<file path="src/hw/rtl/bmsph_pkg.sv">
package bmsph_pkg;

    localparam int unsigned BarCountDef  = 24;
    localparam int unsigned FullScaleDef = 100;

    localparam int unsigned LevelW   = 16;
    localparam int unsigned ValueW   = 8;
    localparam int unsigned BarsW    = 7;
    localparam int unsigned SlotW    = 6;
    localparam int unsigned GainW    = 8;
    localparam int unsigned CountW   = 8;
    localparam int unsigned CfgIdxW  = 2;
    localparam int unsigned CfgDataW = 8;

    // Register indexes of the configuration port.
    localparam logic [CfgIdxW-1:0] CFG_RISE_GAIN   = 2'd0;
    localparam logic [CfgIdxW-1:0] CFG_FALL_GAIN   = 2'd1;
    localparam logic [CfgIdxW-1:0] CFG_HOLD_TICKS  = 2'd2;
    localparam logic [CfgIdxW-1:0] CFG_DECAY_TICKS = 2'd3;

    localparam logic [CfgDataW-1:0] RiseGainReset   = 8'd77;
    localparam logic [CfgDataW-1:0] FallGainReset   = 8'd13;
    localparam logic [CfgDataW-1:0] HoldTicksReset  = 8'd90;
    localparam logic [CfgDataW-1:0] DecayTicksReset = 8'd18;

    // Bar scaling: value * BAR_COUNT / FULL_SCALE as one multiply by a
    // scaled reciprocal. The product value * BAR_COUNT stays below 2^14 and
    // FULL_SCALE below 2^8, so a 22-bit shift makes the quotient exact.
    localparam int unsigned BarsShift = 22;
    localparam int unsigned BarsMulW  = 29;
    localparam int unsigned BarsProdW = ValueW + BarsMulW;
    localparam int unsigned BarsQuotW = BarsProdW - BarsShift;

    typedef struct packed {
        logic [ValueW-1:0] value;
        logic              value_changed;
        logic              near_goal;
    } t_level;

    typedef struct packed {
        logic [BarsW-1:0]  lit_bars;
        logic [BarsW-1:0]  peak_bars;
        logic              peak_shown;
        logic [SlotW-1:0]  marker_slot;
        logic [ValueW-1:0] shown_value;
        logic              redraw;
        logic              more_ticks;
    } t_result;

endpackage

</file>
<file path="src/hw/rtl/bmsph_smooth.sv">
module bmsph_smooth
    import bmsph_pkg::*;
(
    input  logic              i_clk,
    input  logic              i_rst_n,
    input  logic              i_load,
    input  logic              i_opcode,
    input  logic [ValueW-1:0] i_new_target,
    input  logic [GainW-1:0]  i_rise_gain,
    input  logic [GainW-1:0]  i_fall_gain,
    output t_level            o_level
);

    logic [LevelW-1:0]       r_shown;
    logic [LevelW-1:0]       n_shown;
    logic [ValueW-1:0]       r_target;
    logic [ValueW-1:0]       n_target;
    t_level                  r_level;
    t_level                  n_level;

    logic [LevelW-1:0]       goal;
    logic [LevelW-1:0]       mag;
    logic [LevelW-1:0]       step;
    logic                    up;
    logic                    near_goal;
    logic [GainW-1:0]        gain;
    logic [LevelW+GainW-1:0] prod;
    logic [ValueW-1:0]       old_value;
    logic [ValueW-1:0]       new_value;

    // Round Q8.8 to the nearest whole unit, saturating at the top.
    function automatic logic [ValueW-1:0] f_round(input logic [LevelW-1:0] q);
        logic [LevelW:0] s;
        begin
            s = {1'b0, q} + (LevelW+1)'(128);
            f_round = s[LevelW] ? {ValueW{1'b1}} : s[LevelW-1:8];
        end
    endfunction

    always_comb begin
        n_target  = i_opcode ? r_target : i_new_target;
        goal      = {n_target, 8'd0};
        up        = goal > r_shown;
        mag       = up ? goal - r_shown : r_shown - goal;
        near_goal = mag < LevelW'(128);
        gain      = up ? i_rise_gain : i_fall_gain;
        prod      = (LevelW+GainW)'(mag) * (LevelW+GainW)'(gain)
                  + (LevelW+GainW)'(128);

        // Rounded step, at least one LSB and never past the target.
        step = prod[LevelW+GainW-1:GainW];
        if (step == '0) begin
            step = LevelW'(1);
        end
        if (step > mag) begin
            step = mag;
        end

        if (near_goal) begin
            n_shown = goal;
        end else if (up) begin
            n_shown = r_shown + step;
        end else begin
            n_shown = r_shown - step;
        end

        old_value             = f_round(r_shown);
        new_value             = f_round(n_shown);
        n_level.value         = new_value;
        n_level.value_changed = old_value != new_value;
        n_level.near_goal     = near_goal;
    end

    always_ff @(posedge i_clk) begin
        if (!i_rst_n) begin
            r_shown  <= '0;
            r_target <= '0;
        end else if (i_load) begin
            r_shown  <= n_shown;
            r_target <= n_target;
        end
    end

    always_ff @(posedge i_clk) begin
        if (i_load) begin
            r_level <= n_level;
        end
    end

    assign o_level = r_level;

endmodule

</file>
<file path="src/hw/rtl/bmsph_peak.sv">
module bmsph_peak
    import bmsph_pkg::*;
#(
    parameter int unsigned BAR_COUNT = BarCountDef
) (
    input  logic              i_clk,
    input  logic              i_rst_n,
    input  logic              i_load,
    input  t_level            i_level,
    input  logic [BarsW-1:0]  i_bars,
    input  logic [CountW-1:0] i_hold_ticks,
    input  logic [CountW-1:0] i_decay_ticks,
    output t_result           o_result
);

    localparam logic [BarsW-1:0] LastSlot = BarsW'(BAR_COUNT - 1);

    logic [BarsW-1:0]  r_peak;
    logic [BarsW-1:0]  n_peak;
    logic [CountW-1:0] r_hold;
    logic [CountW-1:0] n_hold;
    logic [CountW-1:0] r_decay;
    logic [CountW-1:0] n_decay;
    logic [CountW-1:0] decay_inc;
    logic              peak_moved;
    logic              shown;
    logic [BarsW-1:0]  slot;
    t_result           r_result;
    t_result           n_result;

    always_comb begin
        n_peak     = r_peak;
        n_hold     = r_hold;
        n_decay    = r_decay;
        peak_moved = 1'b0;
        decay_inc  = r_decay + CountW'(1);

        priority if (i_bars > r_peak) begin
            n_peak     = i_bars;
            n_hold     = '0;
            n_decay    = '0;
            peak_moved = 1'b1;
        end else if (r_peak > i_bars) begin
            // Hold first, then drop one bar each time the decay count is reached.
            if (r_hold < i_hold_ticks) begin
                n_hold = r_hold + CountW'(1);
            end else if (decay_inc >= i_decay_ticks) begin
                n_peak     = r_peak - BarsW'(1);
                n_decay    = '0;
                peak_moved = 1'b1;
            end else begin
                n_decay = decay_inc;
            end
        end

        shown = n_peak > i_bars;
        if (!shown) begin
            slot = '0;
        end else if (n_peak > i_bars + BarsW'(1)) begin
            slot = n_peak - BarsW'(1);
        end else begin
            slot = i_bars;
        end
        if (slot > LastSlot) begin
            slot = LastSlot;
        end

        n_result.lit_bars    = i_bars;
        n_result.peak_bars   = n_peak;
        n_result.peak_shown  = shown;
        n_result.marker_slot = slot[SlotW-1:0];
        n_result.shown_value = i_level.value;
        n_result.redraw      = i_level.value_changed | peak_moved;
        n_result.more_ticks  = !i_level.near_goal | shown;
    end

    always_ff @(posedge i_clk) begin
        if (!i_rst_n) begin
            r_peak  <= '0;
            r_hold  <= '0;
            r_decay <= '0;
        end else if (i_load) begin
            r_peak  <= n_peak;
            r_hold  <= n_hold;
            r_decay <= n_decay;
        end
    end

    always_ff @(posedge i_clk) begin
        if (i_load) begin
            r_result <= n_result;
        end
    end

    assign o_result = r_result;

endmodule

</file>
<file path="src/hw/rtl/bar_meter_smoothing_peak_hold_unit.sv">
// Bar-graph level meter with smoothing and peak hold. Each input beat either
// loads a new target (opcode 0) or is a plain tick (opcode 1); both step the
// smoothed level once and give exactly one result beat. The block is a
// three-stage pipeline: the smoothing multiply, the bar scaling multiply and
// the peak hold logic each own one stage, so a beat can be taken in every
// cycle while the output is not stalled. Configuration writes take effect at
// once and are meant to be made only while no beat is in flight.
module bar_meter_smoothing_peak_hold_unit
    import bmsph_pkg::*;
#(
    parameter int unsigned BAR_COUNT  = BarCountDef,
    parameter int unsigned FULL_SCALE = FullScaleDef
) (
    input  logic                i_clk,
    input  logic                i_rst_n,
    input  logic                i_cfg_we,
    input  logic [CfgIdxW-1:0]  i_cfg_idx,
    input  logic [CfgDataW-1:0] i_cfg_data,
    input  logic                i_valid,
    output logic                o_ready,
    input  logic                i_opcode,
    input  logic [ValueW-1:0]   i_new_target,
    output logic                o_valid,
    input  logic                i_ready,
    output logic [BarsW-1:0]    o_lit_bars,
    output logic [BarsW-1:0]    o_peak_bars,
    output logic                o_peak_shown,
    output logic [SlotW-1:0]    o_peak_slot,
    output logic [ValueW-1:0]   o_shown_value,
    output logic                o_redraw,
    output logic                o_more_ticks
);

    localparam int unsigned        BarsRecip = ((2 ** BarsShift) + FULL_SCALE - 1) / FULL_SCALE;
    localparam logic [BarsMulW-1:0] BarsMul  = BarsMulW'(BAR_COUNT * BarsRecip);
    localparam logic [BarsW-1:0]   BarsMax   = BarsW'(BAR_COUNT);

    logic [GainW-1:0]  r_rise_gain;
    logic [GainW-1:0]  r_fall_gain;
    logic [CountW-1:0] r_hold_ticks;
    logic [CountW-1:0] r_decay_ticks;

    logic              r_va;
    logic              r_vb;
    logic              r_vo;
    logic              en_a;
    logic              en_b;
    logic              en_o;
    logic              accept;
    logic              load_b;
    logic              load_o;

    t_level            level_a;
    t_level            r_level_b;
    logic [BarsW-1:0]  r_bars_b;
    logic [BarsW-1:0]  n_bars_b;
    logic [BarsProdW-1:0] bars_prod;
    logic [BarsQuotW-1:0] bars_quot;
    t_result           result;

    always_ff @(posedge i_clk) begin
        if (!i_rst_n) begin
            r_rise_gain   <= RiseGainReset;
            r_fall_gain   <= FallGainReset;
            r_hold_ticks  <= HoldTicksReset;
            r_decay_ticks <= DecayTicksReset;
        end else if (i_cfg_we) begin
            unique case (i_cfg_idx)
                CFG_RISE_GAIN:   r_rise_gain   <= i_cfg_data;
                CFG_FALL_GAIN:   r_fall_gain   <= i_cfg_data;
                CFG_HOLD_TICKS:  r_hold_ticks  <= i_cfg_data;
                CFG_DECAY_TICKS: r_decay_ticks <= i_cfg_data;
                default:         r_rise_gain   <= r_rise_gain;
            endcase
        end
    end

    // Each stage moves on when it is empty or the stage after it moves on,
    // so bubbles close up while the output is stalled.
    assign en_o    = !r_vo | i_ready;
    assign en_b    = !r_vb | en_o;
    assign en_a    = !r_va | en_b;
    assign o_ready = en_a;
    assign accept  = i_valid & en_a;
    assign load_b  = r_va & en_b;
    assign load_o  = r_vb & en_o;

    always_ff @(posedge i_clk) begin
        if (!i_rst_n) begin
            r_va <= 1'b0;
            r_vb <= 1'b0;
            r_vo <= 1'b0;
        end else begin
            if (en_a) begin
                r_va <= i_valid;
            end
            if (en_b) begin
                r_vb <= r_va;
            end
            if (en_o) begin
                r_vo <= r_vb;
            end
        end
    end

    bmsph_smooth u_smooth (
        .i_clk        (i_clk),
        .i_rst_n      (i_rst_n),
        .i_load       (accept),
        .i_opcode     (i_opcode),
        .i_new_target (i_new_target),
        .i_rise_gain  (r_rise_gain),
        .i_fall_gain  (r_fall_gain),
        .o_level      (level_a)
    );

    always_comb begin
        bars_prod = BarsProdW'(level_a.value) * BarsProdW'(BarsMul);
        bars_quot = bars_prod[BarsProdW-1:BarsShift];
        if (bars_quot > BarsQuotW'(BAR_COUNT)) begin
            n_bars_b = BarsMax;
        end else begin
            n_bars_b = bars_quot[BarsW-1:0];
        end
    end

    always_ff @(posedge i_clk) begin
        if (load_b) begin
            r_level_b <= level_a;
            r_bars_b  <= n_bars_b;
        end
    end

    bmsph_peak #(
        .BAR_COUNT (BAR_COUNT)
    ) u_peak (
        .i_clk         (i_clk),
        .i_rst_n       (i_rst_n),
        .i_load        (load_o),
        .i_level       (r_level_b),
        .i_bars        (r_bars_b),
        .i_hold_ticks  (r_hold_ticks),
        .i_decay_ticks (r_decay_ticks),
        .o_result      (result)
    );

    assign o_valid       = r_vo;
    assign o_lit_bars    = result.lit_bars;
    assign o_peak_bars   = result.peak_bars;
    assign o_peak_shown  = result.peak_shown;
    assign o_peak_slot   = result.marker_slot;
    assign o_shown_value = result.shown_value;
    assign o_redraw      = result.redraw;
    assign o_more_ticks  = result.more_ticks;

    a_lit_capped: assert property (@(posedge i_clk) disable iff (!i_rst_n)
        o_valid |-> o_lit_bars <= BarsMax)
        else $error("lit bars exceed the bar count");

    a_peak_above: assert property (@(posedge i_clk) disable iff (!i_rst_n)
        o_valid && o_peak_shown |-> o_peak_bars > o_lit_bars)
        else $error("peak marker shown without being above the lit bars");

    a_slot_idle: assert property (@(posedge i_clk) disable iff (!i_rst_n)
        o_valid && !o_peak_shown |-> o_peak_slot == '0)
        else $error("peak slot set while the marker is hidden");

    a_more_ticks: assert property (@(posedge i_clk) disable iff (!i_rst_n)
        o_valid && o_peak_shown |-> o_more_ticks)
        else $error("meter reports settled while the peak is still up");

endmodule
</file>
<file path="config.mk">
export PLATFORM = sky130hd
export DESIGN_NAME = bar_meter_smoothing_peak_hold_unit
export DESIGN_NICKNAME = d
export VERILOG_FILES = /design/src/hw/rtl/bmsph_pkg.sv /design/src/hw/rtl/bmsph_smooth.sv /design/src/hw/rtl/bmsph_peak.sv /design/src/hw/rtl/bar_meter_smoothing_peak_hold_unit.sv
export SDC_FILE = /design/constraint.sdc
export NUM_CORES = 1
export LEC_CHECK = 0
export BUFFER_PORTS_ARGS = -buffer_cell sky130_fd_sc_hd__buf_2
export CAP_MARGIN = 10
export CORE_MARGIN = 2
export CORE_UTILIZATION = 40
export CTS_BUF_LIST = sky130_fd_sc_hd__clkbuf_8 sky130_fd_sc_hd__clkbuf_16
export CTS_CLUSTER_SIZE = 25
export DETAILED_ROUTE_END_ITERATION = 6
export SETUP_SLACK_MARGIN = 0.02
export SLEW_MARGIN = 20
export SYNTH_ARGS = -nofsm -noshare
export SYNTH_HDL_FRONTEND = slang
export SYNTH_HIERARCHICAL = 1
export SYNTH_SLANG_ARGS = --single-unit
</file>
<file path="constraint.sdc">
create_clock -name i_clk -period 40 [get_ports i_clk]
set_input_delay 4 -clock i_clk [delete_from_list [all_inputs] [get_ports i_clk]]
set_output_delay 4 -clock i_clk [all_outputs]
set_load 0.02 [all_outputs]
</file>
# ---- Word-level counts from Yosys, hierarchy flattened
# Index checks and enable logic that the tools add are counted.
# Widths: inputs -> output; s select.
dict set report totals {
  ff_bits 140
  wordCells 105
}
dict set report op_classes {
  mul 2
  n_bitwise 8
  mux 26
  magnitude_cmp 11
  add_sub_neg 12
  eq_ne 5
  n_reduce_logical 14
}
# operator n
set op_table {}
lappend op_table {{$mux 8} 11}
lappend op_table {{$mux 16} 5}
lappend op_table {{$sub 16x16->16} 3}
lappend op_table {{$mux 7} 6}
lappend op_table {{$add 16x8->17 const B} 2}
lappend op_table {{$gt 16x16->1} 2}
lappend op_table {{$gt 7x7->1} 4}
lappend op_table {{$add 24x8->24 const B} 1}
lappend op_table {{$mul 16x8->24} 1}
lappend op_table {{$mul 8x14->22 const B} 1}
lappend op_table {{$add 16x16->16} 1}
lappend op_table {{$add 8x1->8 const B} 2}
lappend op_table {{$logic_not 16->1} 1}
lappend op_table {{$lt 16x8->1 const B} 1}
lappend op_table {{$sub 7x1->7 const B} 2}
lappend op_table {{$ge 8x8->1} 1}
lappend op_table {{$lt 8x8->1} 1}
lappend op_table {{$ne 8x8->1} 1}
lappend op_table {{$reduce_and 2->1} 4}
lappend op_table {{$add 7x1->7 const B} 1}
lappend op_table {{$gt 7x5->1 const B} 1}
lappend op_table {{$gt 6x5->1 const B} 1}
lappend op_table {{$reduce_and 3->1} 2}
lappend op_table {{$or 1x1->1} 5}
lappend op_table {{other kinds (8)} 18}

# ---- Logic depth before layout (Yosys ltp)
# Gate-level depths: netlist (run 1).
dict set report depth {
  depth_word 15
  ltp_mapped 69
  mapped_depth_nobuf 63
}

# ---- Cells and area by module
# The synthesis (run 1) kept the hierarchy.
# module cells_per_inst instances seq_area_each_um2 area_per_inst_um2
set by_module_without_submodules {}
lappend by_module_without_submodules {bmsph_smooth 1158 1 780.7 8947.3}
lappend by_module_without_submodules {bar_meter_smoothing_peak_hold_unit 374 1 1181.1 3688.5}
lappend by_module_without_submodules {bmsph_peak 369 1 1391.3 3563.4}

# ---- Least setup slack after synthesis (run 1)
# Ideal clock, no wire load.
dict set report synth_timing {
  path_kind {input to register}
  from {in i_opcode}
  to {reg u_smooth.r_level, in the netlist u_smooth/o_level[1] (data pin)}
  path_slack_ns 20.987
  arrival_ns 18.741
  path_buffers 9
  path_stages 61
  path_cell_list {clkbuf_1 mux2i_1 inv_1 ha_1 buf_2 nand4bb_1 or4_1 buf_2 nand2_2 buf_1 clkbuf_1 mux2i_1 clkbuf_1 nor2_1 fa_1 fa_1 fa_1 inv_1 (+25 left out) ha_1 o21a_1 inv_1 ha_1 nor2b_1 o31a_1 o31ai_1 nand4b_1 a211oi_1 o21bai_1 a21oi_1 xnor2_1 xnor2_1 xnor2_1 mux2i_1 mux2i_1 o22ai_1 or4_1}
}
# item line
set synth_lines {}
lappend synth_lines {{from (decl)} bar_meter_smoothing_peak_hold_unit.sv:21} ;# input logic i_opcode,
lappend synth_lines {{to (signal assigned)} bmsph_smooth.sv:86} ;# r_level <= n_level;
lappend synth_lines {{to (decl)} bmsph_smooth.sv:18} ;# t_level r_level;

==> results.toml, run 1 <==
[clocking]
htreeDepth = 4
clk_latency_ps = 440
clk_path_buf_depth = 2
root_buffer = "clkbuf_16"
cts.sinks = 139
cts_buffers = 17
clk_pin_slew_ps = 60
cts_tree = "built"
holdBufCountCts = 0
cts_setup_buffers = 0
cts_resized = 0

[final_layout]
finalNonFillerCells = 2476
areaGrowthSynthToFinish_pct = 9.18
design_area_um2 = 17700
multi_input_area_um2 = 11700
layout.nets = 2264
ff_latch_area_um2 = 3350
n_antenna_cell = 0
n_fill_cell = 3986
drive_gt1_frac = 0.0887

[synth]
synth_ff_type = "dfxtp_1"
synth-seq-area-share = 0.207
yosys.area.top_type_share = 0.145
syn_avg_cell_area_um2 = 8.52
synth_cell_types = 99
synth_cells = 1901
netlist_area_um2 = 16200
yosys.area.top_type = "ha_1"
synth-edff-count = 57
synthTopCellsByArea = "ha_1 15%, fa_1 14%, edfxtp_1 11%, dfxtp_1 10%, inv_1 5.7%"
synthArstFlopShare = 0
synth-seq-cells = 139
ys.warnings.count = 6

[grt]
grt_overflow_total = 0
grt_max_degree = 66
grt_pass1_wl_um = 66100
antenna_found_initial = 0
grt_pass1_vias = 13195
track_usage = 0.194

[timing]
fin_crit_sh = 0.493
tns_ps = 0
period_minus_slack_ps = 19730
slew_headroom = 0.277
postLayoutSetupSlackWorst_ps = 20270
rsz0062_at_grt = "no"
finalHoldViolCount = 0
setup_viol = 0
fmax_ghz = 0.0507
skew_ps = 13.9
drv_slew = 0
tightestPinTransition_ps = 1080

[floorplanning]
core-area_um2 = 39800
io_pins = 57
std_cell_rows = 73
die-area_um2 = 42100
start_util = 0.407
die_w_um = 205
die_h_um = 205

[setup_path]
crit_fanout = 13
max_stage_delay_ps = 920
critPathSlowestCell = "nor4_2"
required_ps = 40160
arrival_ps = 19890
end_kind = "register"
cp-start-kind = "input port"
crit_path_frequent_cell = "inv_1"
crit_type = "input port to register"

[hold_path]
min-delay-path-class = "register to register"

[placement]
placed_cell_area_um2 = 17100
pre_cts_ws_ps = 19990
portBuffers = 56
hpwlAfterDp_um = 31200
place.gp.congestion = 0.903
placed_cells = 2444

[routing]
wirelength_um = 39400
dr.pass1.iters = 5
vias_per_cell = 5.33
vias = 13207
wire_per_inst_um = 15.9
drc = 0
drtIter0Drc = 824
route.antenna.remaining_nets = 0

[outcome]
outcome = "finished, final reports clean"

[job]
maxCapViolCount = 0
## state kept, by name, indices dropped and copies added, names as in the netlist, 10 cells and up
name and cells:
u_peak/o_result 31, u_smooth/r_shown 16, u_smooth/o_level 10, r_level_b 10
## cell type report
cell class / instances / area share
clock buffers: 17 / 0.0241
clock inverters: 15 / 0.00983
inverters: 246 / 0.0522
multi-input cells: 1450 / 0.659
flip-flops and latches: 139 / 0.190
well taps: 525 / 0.0371
repair buffers: 84 / 0.0277
## cells by family (layout without fill, tap and decap cells)
logic type      count (synthesis)  in the layout  synth area share
mux                            64             64            0.0398
flops                         139            139             0.207
compound gates                347            347             0.151
simple gates                  642            642             0.191
xor+xnor                       90             90            0.0496
buf+inv                       315            362            0.0752
fa+ha+maj                     302            302             0.286
other cells                     2              5          0.000464
## worst max-delay path, delay by kind of cell
kind / cells / cell delay (ps)
AND/OR/NAND/NOR: 15 / 5690
AO/OA/AOI/OAI: 14 / 3300
adder cells (fa/ha/maj): 9 / 3520
multiplexers: 5 / 2040
XOR/XNOR: 4 / 600
buffers and inverters: 8 / 720
## cells in the mapped netlist, types with 22 or more instances
cell / n
a211oi_1: 23
a21oi_1: 79
and3_1: 22
clkbuf_1: 51
dfxtp_1: 82
edfxtp_1: 57
fa_1: 114
ha_1: 188
inv_1: 246
mux2i_1: 61
nand2_1: 145
nand3_1: 54
nor2_1: 223
nor2b_1: 41
nor3_1: 30
o21ai_0: 69
or2_2: 24
xnor2_1: 59
xor2_1: 29
## final timing paths
| check | startpoint | endpoint | slack, ps | depth (start not counted) |
|---|---|---|---|---|
| max reg2reg | u_smooth/r_target[1]$_SDFFE_PN0P_ | u_smooth/o_level[1]$_DFFE_PP_ | 23860 | 54 |
| min reg2reg | r_level_b[8]$_DFFE_PP_ | u_peak/o_result[8]$_DFFE_PP_ | 420 | 0 |
| max | i_opcode | u_smooth/o_level[1]$_DFFE_PP_ | 20270 | 55 |
| min | r_level_b[8]$_DFFE_PP_ | u_peak/o_result[8]$_DFFE_PP_ | 420 | 0 |
## per-layer routing
layer / up-vias / global-route usage / share of wire
met1: 6337 / 0.260 / 0.47
met4: 0 / 0.0599 / 0.019
met5: - / 0 / 0
met3: 48 / 0.0257 / 0.039
met2: 263 / 0.325 / 0.47
li1: 6559 / - / -
## stage by stage
step	hold WS, ps	util
CTS	419	0.444
global route	430	0.444
floorplan	400	-
finish	419	0.444
detailed placement	405	0.429
global placement	406	0.429
## cell usage in the layout (no fill, tap or decap), types with 56 or more instances in the layout
cell type / n
inv_1: 248
nor2_1: 223
ha_1: 188
nand2_1: 145
fa_1: 114
dfxtp_1: 82
a21oi_1: 79
o21ai_0: 69
mux2i_1: 61
xnor2_1: 59
edfxtp_1: 57
buf_2: 56
Power of run 1 is not shown: default switching activity piles up to over one toggle a cycle in this logic, so the estimate is an artifact.
==> run 2: changes to the inputs <==
ABC_AREA = 1   (was default)
clock period = 16.92 ns   (was 40 ns; I/O delays follow)
==> run 2 against run 1 <==
Compared with the run above: hold slack got worse by 6.9 ps; count of clock-buffer cells in the layout rose by 5; synthesized cell count rose by 19%; setup slack got worse by 17000 ps; register-to-register slack got worse by 20000 ps; largest cell class unchanged; clock skew barely moved; first-iteration DRC count fell by 4.9%; die area rose by 2.3%; final cell count rose by 15%; utilization fell by 0.31 points; flip-flop and latch count did not move.
==> results.toml, run 2 <==
[job]
maxCapViolCount = 0

[final_layout]
largest_register_ff_count = 31
final_common_cell = "nand2_1"
layout_common_cells = "465 x nand2_1, 438 x inv_1, 258 x nor2_1"
layout.nets = 2632
areaGrowthSynthToFinish_pct = 8.63
drive_gt1_frac = 0.0962
n_antenna_cell = 0

[timing]
period_minus_slack_ps = 13880
drv_slew = 0
rsz0062_at_grt = "no"
fin_crit_sh = 0.821
fmax_ghz = 0.0720
slew_headroom = 0.257
setup_viol = 0
tightestPinTransition_ps = 1110
finalHoldViolCount = 0
skew_ps = 14.1
tns_ps = 0

[clocking]
holdBufCountCts = 0
htreeDepth = 4
cts_buffers = 17
cts.sinks = 139
root_buffer = "clkbuf_16"
clk_path_buf_depth = 2
cts_resized = 0
cts_tree = "built"
cts_setup_buffers = 0
clk_latency_ps = 440
clk_pin_slew_ps = 60

[synth]
yosys.area.top_type_share = 0.142
synthTopCellsByArea = "ha_1 14%, fa_1 14%, nand2_1 11%, edfxtp_1 10%, inv_1 9.9%"
synth-edff-count = 57
synth-seq-area-share = 0.202
netlist_area_um2 = 16600
synth_ff_type = "dfxtp_1"
synth_most_common_cell = "nand2_1"
synth_cell_types = 59
ys.warnings.count = 6
synthArstFlopShare = 0
synth_cells = 2261
synth-seq-cells = 139
syn_avg_cell_area_um2 = 7.33
yosys-top-cells-count = "465 x nand2_1, 438 x inv_1, 258 x nor2_1"
yosys.area.top_type = "ha_1"

[placement]
portBuffers = 56
hpwlAfterDp_um = 34000
place.gp.congestion = 0.912

[setup_path]
required_ps = 17110
r2r_start = "u_smooth/r_shown[14]$_SDFFE_PN0P_"
setup.worst_path.start = "i_opcode"
end_kind = "register"
crit_fanout = 35
cp-start-kind = "input port"
arrival_ps = 14070
r2r-end = "u_smooth/o_level[1]$_DFFE_PP_"
max_stage_delay_ps = 610
reg2regPathDepth = 56
critical_path.endpoint = "u_smooth/o_level[1]$_DFFE_PP_"
rrSetupSlack_ps = 4090
critPathSlowestCell = "o21ai_0"
crit_path_frequent_cell = "nand2_1"
crit_type = "input port to register"

[routing]
vias_per_cell = 5.01
route.antenna.remaining_nets = 0
vias = 14280
wire_per_inst_um = 14.6
drc = 0
dr.pass1.iters = 5
wirelength_um = 41700
drtIter0Drc = 784

[grt]
track_usage = 0.198
antenna_found_initial = 0
grt_pass1_wl_um = 70200
grt_overflow_total = 0
grt_max_degree = 60
grt_pass1_vias = 14193

[floorplanning]
start_util = 0.406
io_pins = 57
std_cell_rows = 74
core-area_um2 = 40800
die_h_um = 208
die-area_um2 = 43100
die_w_um = 208

[outcome]
outcome = "finished, final reports clean"

[hold_path]
min-delay-path-class = "register to register"
-- run 2: per-stage QoR --
| stage | area, um2 | setup WS (ps) | instances | utilization | hold WS (ps) |
|---|---|---|---|---|---|
| final | 18000 | 3040 | 2851 | 0.441 | 412 |
| after global routing | 18000 | 1850 | 2851 | 0.441 | 418 |
| after CTS | 18000 | 2950 | 2851 | 0.441 | 413 |
| after detailed placement | 17400 | 2520 | 2819 | 0.426 | 406 |
| after global placement | 17400 | 2870 | 2819 | 0.426 | 404 |
| after floorplan | 16600 | 4610 | 2263 | - | 400 |
-- run 2: area by class of cell --
cell class | instances | area (um2)
clock inverter | 10 | 86.3
clock buffer | 22 | 528
tap | 532 | 666
inverter | 455 | 1710
fill | 4144 | 22800
timing repair buffer | 63 | 333
sequential | 139 | 3350
multi-input combinational | 1630 | 11300
-- run 2: critical path, delay by kind of cell --
| family | cells | cell delay [ps] |
|---|---|---|
| simple gates | 30 | 4120 |
| fa+ha+maj | 9 | 3760 |
| compound gates | 8 | 2300 |
| buf+inv | 10 | 1230 |
| xor+xnor | 4 | 930 |
-- run 2: how the worst min path moves through the flow --
stage | end | slack (ps) | from | depth (start not counted)
3_5_place_dp | u_peak/o_result[4]$_DFFE_PP_ | 410 | r_level_b[4]$_DFFE_PP_ | 0
5_1_grt | u_peak/o_result[7]$_DFFE_PP_ | 420 | r_level_b[7]$_DFFE_PP_ | 0
6_report | u_peak/o_result[8]$_DFFE_PP_ | 410 | r_level_b[8]$_DFFE_PP_ | 0
3_3_place_gp | u_peak/o_result[5]$_DFFE_PP_ | 400 | r_level_b[5]$_DFFE_PP_ | 0
2_1_floorplan | r_level_b[0]$_DFFE_PP_ | 400 | u_smooth/o_level[0]$_DFFE_PP_ | 0
4_1_cts | u_peak/o_result[8]$_DFFE_PP_ | 410 | r_level_b[8]$_DFFE_PP_ | 0
-- run 2: cells by family after synthesis --
group                    synth area share
AND/OR/NAND/NOR                     0.269
AO/OA/AOI/OAI                      0.0925
other                            0.000453
buffers and inverters               0.116
flip-flops                          0.202
XOR/XNOR                           0.0409
adder cells (fa/ha/maj)             0.280
-- run 2: routing by layer --
layer  vias to the layer above  routed length [um]  GRT usage
met5                         -                   0          0
met2                       339               19500      0.336
met3                        64                1690     0.0293
met1                      6676               19600      0.265
li1                       7201                   -          -
met4                         0                 925     0.0500
Power of run 2 is left out for the same reason.
